===== src/hdl/svd_pkg.sv =====
// ----------------------------------------------------------------------------
// svd_pkg
// Types and constants shared by the svpwm duty calculator modules.
// ----------------------------------------------------------------------------
package svd_pkg;

  localparam int unsigned VW   = 16;  // phase and bus voltage width
  localparam int unsigned QuoW = 14;  // quotient bits below saturation
  localparam int unsigned NPH  = 3;   // phases

  localparam logic [15:0] DUTY_HALF = 16'd16384;
  localparam logic [15:0] DUTY_FULL = 16'd32768;

  typedef struct packed {
    logic signed [15:0] phase_a_voltage;
    logic signed [15:0] phase_b_voltage;
    logic signed [15:0] phase_c_voltage;
    logic        [15:0] bus_voltage;
  } in_t;

  typedef struct packed {
    logic [15:0] duty_a;
    logic [15:0] duty_b;
    logic [15:0] duty_c;
    logic        bus_zero_error;
  } out_t;

  // one phase lane of the divider chain
  typedef struct packed {
    logic [VW-1:0]   rem;
    logic [QuoW-1:0] quo;
    logic            neg;
    logic            sat;
  } phase_t;

  // everything handed from one cell to the next
  typedef struct packed {
    logic                    valid;
    logic                    err;
    logic [VW-1:0]           bus;
    phase_t [NPH-1:0]        ph;
  } stage_t;

endpackage


===== src/hdl/svd_prep.sv =====
// ----------------------------------------------------------------------------
// svd_prep
// Min-max zero sequence removal; splits each phase into sign, magnitude
// and an early saturation flag ahead of the divider chain.
// ----------------------------------------------------------------------------
module svd_prep import svd_pkg::*; (
  input  logic   clk,
  input  logic   rst,
  input  logic   in_valid,
  input  in_t    din,
  output stage_t dout
);

  logic signed [15:0] vmax;
  logic signed [15:0] vmin;
  stage_t             nxt;

  function automatic phase_t lane_prep(logic signed [15:0] v, logic signed [15:0] hi,
                                       logic signed [15:0] lo, logic [15:0] bus);
    logic signed [17:0] d;
    logic        [17:0] dn;
    logic        [15:0] mag;
    phase_t             p;
    d   = 18'(v) + 18'(v) - 18'(hi) - 18'(lo);
    dn  = -d;
    mag = d[17] ? dn[15:0] : d[15:0];
    p.neg = d[17];
    // mag >= bus means the quotient reaches a full half duty
    p.sat = (mag >= bus);
    p.rem = mag;
    p.quo = '0;
    return p;
  endfunction

  always_comb begin
    vmax = din.phase_a_voltage;
    vmin = din.phase_a_voltage;
    if (din.phase_b_voltage > vmax) vmax = din.phase_b_voltage;
    if (din.phase_c_voltage > vmax) vmax = din.phase_c_voltage;
    if (din.phase_b_voltage < vmin) vmin = din.phase_b_voltage;
    if (din.phase_c_voltage < vmin) vmin = din.phase_c_voltage;
    nxt.valid = in_valid;
    nxt.err   = (din.bus_voltage == '0);
    nxt.bus   = din.bus_voltage;
    nxt.ph[0] = lane_prep(din.phase_a_voltage, vmax, vmin, din.bus_voltage);
    nxt.ph[1] = lane_prep(din.phase_b_voltage, vmax, vmin, din.bus_voltage);
    nxt.ph[2] = lane_prep(din.phase_c_voltage, vmax, vmin, din.bus_voltage);
  end

  always_ff @(posedge clk) begin
    if (rst) begin
      dout <= '0;
    end else begin
      dout <= nxt;
    end
  end

endmodule


===== src/hdl/svd_div_cell.sv =====
// ----------------------------------------------------------------------------
// svd_div_cell
// One restoring division step for all three phases, registered.
// ----------------------------------------------------------------------------
module svd_div_cell import svd_pkg::*; (
  input  logic   clk,
  input  logic   rst,
  input  stage_t din,
  output stage_t dout
);

  stage_t nxt;

  always_comb begin
    logic [VW:0] r2;
    logic [VW:0] diff;
    nxt = din;
    for (int i = 0; i < NPH; i++) begin
      r2   = {din.ph[i].rem, 1'b0};
      diff = r2 - {1'b0, din.bus};
      if (r2 >= {1'b0, din.bus}) begin
        nxt.ph[i].rem = diff[VW-1:0];
        nxt.ph[i].quo = {din.ph[i].quo[QuoW-2:0], 1'b1};
      end else begin
        nxt.ph[i].rem = r2[VW-1:0];
        nxt.ph[i].quo = {din.ph[i].quo[QuoW-2:0], 1'b0};
      end
    end
  end

  always_ff @(posedge clk) begin
    if (rst) begin
      dout <= '0;
    end else begin
      dout <= nxt;
    end
  end

endmodule


===== src/hdl/svpwm_duty_calc.sv =====
// ----------------------------------------------------------------------------
// svpwm_duty_calc
// Min-max zero sequence space vector PWM duty calculator.
// ----------------------------------------------------------------------------
// A request is taken on every clock edge where start is high; busy is
// always low, so a new request may follow in every cycle. The request
// carries three signed phase voltages and the bus voltage.
// Each request gives one result: three duties in units of 1/32768,
// floor((2v - max - min) * 16384 / bus) + 16384 clamped to 0..32768, and
// bus_zero_error, which forces all duties to zero when bus is zero.
// The steps are: min/max and magnitude in svd_prep, fourteen
// division cells (one quotient bit each, all phases in parallel), and a
// final register that folds sign, rounding and saturation into the duty.
// Throughput is one result per cycle; the cell chain is the bulk of the pipeline.
// done is high for exactly one cycle with result; the receiver cannot
// stall the block, so results must be taken when shown.
// Reset clears the valid bits of the chain and done; requests in flight
// are dropped.
// ----------------------------------------------------------------------------
module svpwm_duty_calc import svd_pkg::*; (
  input  logic clk,
  input  logic rst,
  input  logic start,
  output logic busy,
  input  in_t  request,
  output logic done,
  output out_t result
);

  stage_t chain [QuoW+1];
  out_t   result_next;

  assign busy = 1'b0;

  svd_prep u_prep (
    .clk      (clk),
    .rst      (rst),
    .in_valid (start),
    .din      (request),
    .dout     (chain[0])
  );

  for (genvar i = 0; i < QuoW; i++) begin : g_cell
    svd_div_cell u_cell (
      .clk  (clk),
      .rst  (rst),
      .din  (chain[i]),
      .dout (chain[i+1])
    );
  end

  function automatic logic [15:0] lane_duty(phase_t p);
    logic [15:0] q;
    logic [15:0] d;
    q = {{(16-QuoW){1'b0}}, p.quo};
    if (p.neg) begin
      // floor of a negative quotient rounds the magnitude up
      d = p.sat ? 16'd0 : DUTY_HALF - q - {15'd0, (p.rem != '0)};
    end else begin
      d = p.sat ? DUTY_FULL : DUTY_HALF + q;
    end
    return d;
  endfunction

  always_comb begin
    stage_t s;
    s = chain[QuoW];
    result_next.bus_zero_error = s.err;
    result_next.duty_a = s.err ? 16'd0 : lane_duty(s.ph[0]);
    result_next.duty_b = s.err ? 16'd0 : lane_duty(s.ph[1]);
    result_next.duty_c = s.err ? 16'd0 : lane_duty(s.ph[2]);
  end

  always_ff @(posedge clk) begin
    result <= result_next;
    if (rst) begin
      done <= 1'b0;
    end else begin
      done <= chain[QuoW].valid;
    end
  end

endmodule

===== config.mk =====
export PLATFORM = sky130hd
export DESIGN_NAME = svpwm_duty_calc
export DESIGN_NICKNAME = d
export VERILOG_FILES = /design/src/hdl/svd_pkg.sv /design/src/hdl/svd_prep.sv /design/src/hdl/svd_div_cell.sv /design/src/hdl/svpwm_duty_calc.sv
export SDC_FILE = /design/constraint.sdc
export NUM_CORES = 2
export LEC_CHECK = 0
export BUFFER_PORTS_ARGS = -buffer_cell sky130_fd_sc_hd__buf_2
export CORE_ASPECT_RATIO = 0.5
export CORE_MARGIN = 1.5
export CORE_UTILIZATION = 60
export CTS_CLUSTER_DIAMETER = 40
export DETAILED_ROUTE_END_ITERATION = 10
export PLACE_DENSITY = 0.81
export SETUP_SLACK_MARGIN = 0.05
export SYNTH_ARGS = -nofsm -noshare
export SYNTH_HDL_FRONTEND = slang
export SYNTH_SLANG_ARGS = --single-unit

===== constraint.sdc =====
create_clock -name clk -period 14 [get_ports clk]
set_clock_uncertainty 0.1 [all_clocks]
set_input_delay 4.2 -clock clk [delete_from_list [all_inputs] [get_ports clk]]
set_output_delay 4.2 -clock clk [all_outputs]
set_load 0.05 [all_outputs]

==> impl_metrics.toml <==
[placed_design]
dpl.hpwl_microns = 165000
placed_area_sq_mm = 0.0860
dpl_worst_slack_ns = 0.388
post-place-cells = 11389
port_buffers = 116
gp_congestion = 0.990

[die]
die_h_microns = 267
ios = 118
die_w_microns = 531
core_area_sq_mm = 0.138
rows = 96
start_util = 0.608
dieArea_sq_mm = 0.142

[yosys]
synth_edf_count = 0
ys_types = 82
syn_nets = 10702
synth_top_cell_area_share = 0.342
ys.flop_type = "dfxtp_1"
yosys.area.top_type = "dfxtp_1"
syn-cell-area_sq_mm = 0.0837
synth_async_sr_flop_share = 0
syn-mean-instance-area_sq_um = 8.66
synthCells = 9670
synth_common_cells = "dfxtp_1 (1429), nor2_1 (1148), ha_1 (875), inv_1 (667), a21oi_1 (648)"
seq_area_frac_synth = 0.342
yosysWarnings = 0
synth_seq_cells = 1429
synthTopCellsByArea = "dfxtp_1 (34%), ha_1 (13%), nor2_1 (5.1%), mux2i_1 (5.1%), nor2b_1 (4.4%)"
yosysMostFrequentCell = "dfxtp_1"

[sta]
min_period_ns = 13.01
final_hold_viol_count = 0
setup_violations = 0
finalSetupTns_ns = 0
rsz0062_at_grt = "no"
hold_ws_ns = 0.297
final_max_slew_viol_count = 0
max_slew_margin = 0.147
fin_crit_sh = 0.930
fmax_mhz = 76.8
finalWorstSetupSlack_ns = 0.985
worst_pin_slew_ns = 1.28

[worst_setup_path]
required_ns = 14.52
critPathKind = "input port to flop"
cpMostUsedCell = "a21o_1"
timing.reg2reg.setup_slack_ns = 9.77
cp_max_fo = 16
cp_slowest_stage_delay_ns = 0.63
cp_slowest_cell = "or4_4"
cp-start-kind = "input port"
arrival_ns = 13.53
worstSetupEndpointType = "flop"

[clock_tree]
clock-sinks = 1429
cts_setup_buffers = 0
ctsLongestPathBuffers = 4
cts_tree = "built"
cts_buffers = 148
cts_resized = 0
insertion_delay_ns = 0.79
h-tree-depth = 4
cts_root_buffer = "clkbuf_16"
cts_hold_buf = 0
cts.clk_slew.worst_paths_ns = 0.06

[drt]
route.detailed.drc = 0
antenna_left = 0
vias = 68857
wl_per_cell_microns = 18.7
first_pass_iters = 6
drt-initial-drc-count = 5350
vias_per_cell = 5.91
finalWirelength_microns = 217000

[finish]
drive_gt1_frac = 0.0527
post-route-util = 0.660
area_growth_pct = 8.62
finalInstanceArea_sq_mm = 0.0909
nets = 10709
final_cells = 11646

[grt]
grt_max_degree = 196
grt.overflow.total = 0
antenna_found_initial = 4
track_usage = 0.298
grt_pass1_wl_microns = 341000
grt_pass1_vias = 64697

[worst_hold_path]
hold_path_class = "flop to flop"

[power]
finalPower_mw = 24.8
leakagePower_nw = 39.2
max-vdd-ir-drop_mv = 0.257
p_per_area_mw_per_mm2 = 272

[flow_run]
cap_viol_max_count = 0

[status]
status = "completed"
[cell type report]
type / count / area (sq um)
Multi-Input combinational cell: 7256 / 51500
Fill cell: 11296 / 46800
Timing Repair Buffer: 173 / 1060
Clock inverter: 69 / 923
Clock buffer: 187 / 4010
Inverter: 669 / 2520
Sequential cell: 1429 / 28600
Antenna cell: 1 / 2.50
Tap cell: 1862 / 2330
[registers in the layout, indices dropped and copies added (netlist names)]
signal              count
done                    1
g_cell.u_cell.dout   1307
result                 49
u_prep.dout            72
[metal layers]
metal	track usage	wire length, microns	vias to the layer above
met1	0.382	93500	32100
met5	0	0	-
met3	0.0416	14000	557
met2	0.500	100000	2339
met4	0.129	9590	0
li1	-	-	33861
[layout by cell type (no fill, tap or decap), drive strengths merged, types with 74 or more instances in the layout]
| cell | n |
|---|---|
| nor2 | 1148 |
| or3 | 94 |
| nand4 | 133 |
| fa | 90 |
| nor3 | 183 |
| a211oi | 126 |
| clkbuf | 187 |
| mux2i | 426 |
| buf | 173 |
| a21oi | 650 |
| xor2 | 151 |
| xnor2 | 397 |
| nor2b | 591 |
| a31oi | 74 |
| dfxtp | 1429 |
| nand3 | 242 |
| a21o | 219 |
| o21ai | 403 |
| inv | 689 |
| o21a | 86 |
| ha | 875 |
| nand2b | 84 |
| nand2 | 381 |
| o21bai | 74 |
[cell families (layout without fill, tap and decap cells)]
logic type / count (synthesis) / in the layout / share of synthesized area
mux: 437 / 437 / 0.0524
simple gates: 3177 / 3177 / 0.187
fa+ha+maj: 965 / 965 / 0.152
compound gates: 2128 / 2128 / 0.164
flops: 1429 / 1429 / 0.342
other cells: 1 / 2 / 0.0000448
buf+inv: 985 / 1098 / 0.0447
xor+xnor: 548 / 548 / 0.0573
[report_power, final]
group          leakage [nW]  internal (mW)  switching [mW]
Combinational          25.1           6.55            8.85
Sequential             11.7           4.89           0.477
Clock                  2.40           2.32            1.68
Total                  39.2           13.8            11.0
[path summary, 6_finish.rpt]
path / start / to / cells past startpoint
min reg2reg: g_cell[4].u_cell.dout[37] / g_cell[5].u_cell.dout[38] / 1
max: request[63] / u_prep.dout[0] / 40
min: g_cell[4].u_cell.dout[37] / g_cell[5].u_cell.dout[38] / 1
max reg2reg: g_cell[1].u_cell.dout[97] / g_cell[2].u_cell.dout[54] / 11
[worst max-delay path: cells and delay by family]
kind,cells,cell delay (ns)
compound gates,19,3.44
simple gates,7,2.16
fa+ha+maj,5,1.70
mux,3,1.08
buf+inv,5,0.85
xor+xnor,1,0.08
Note: power is estimated with default switching activity, not from simulation.
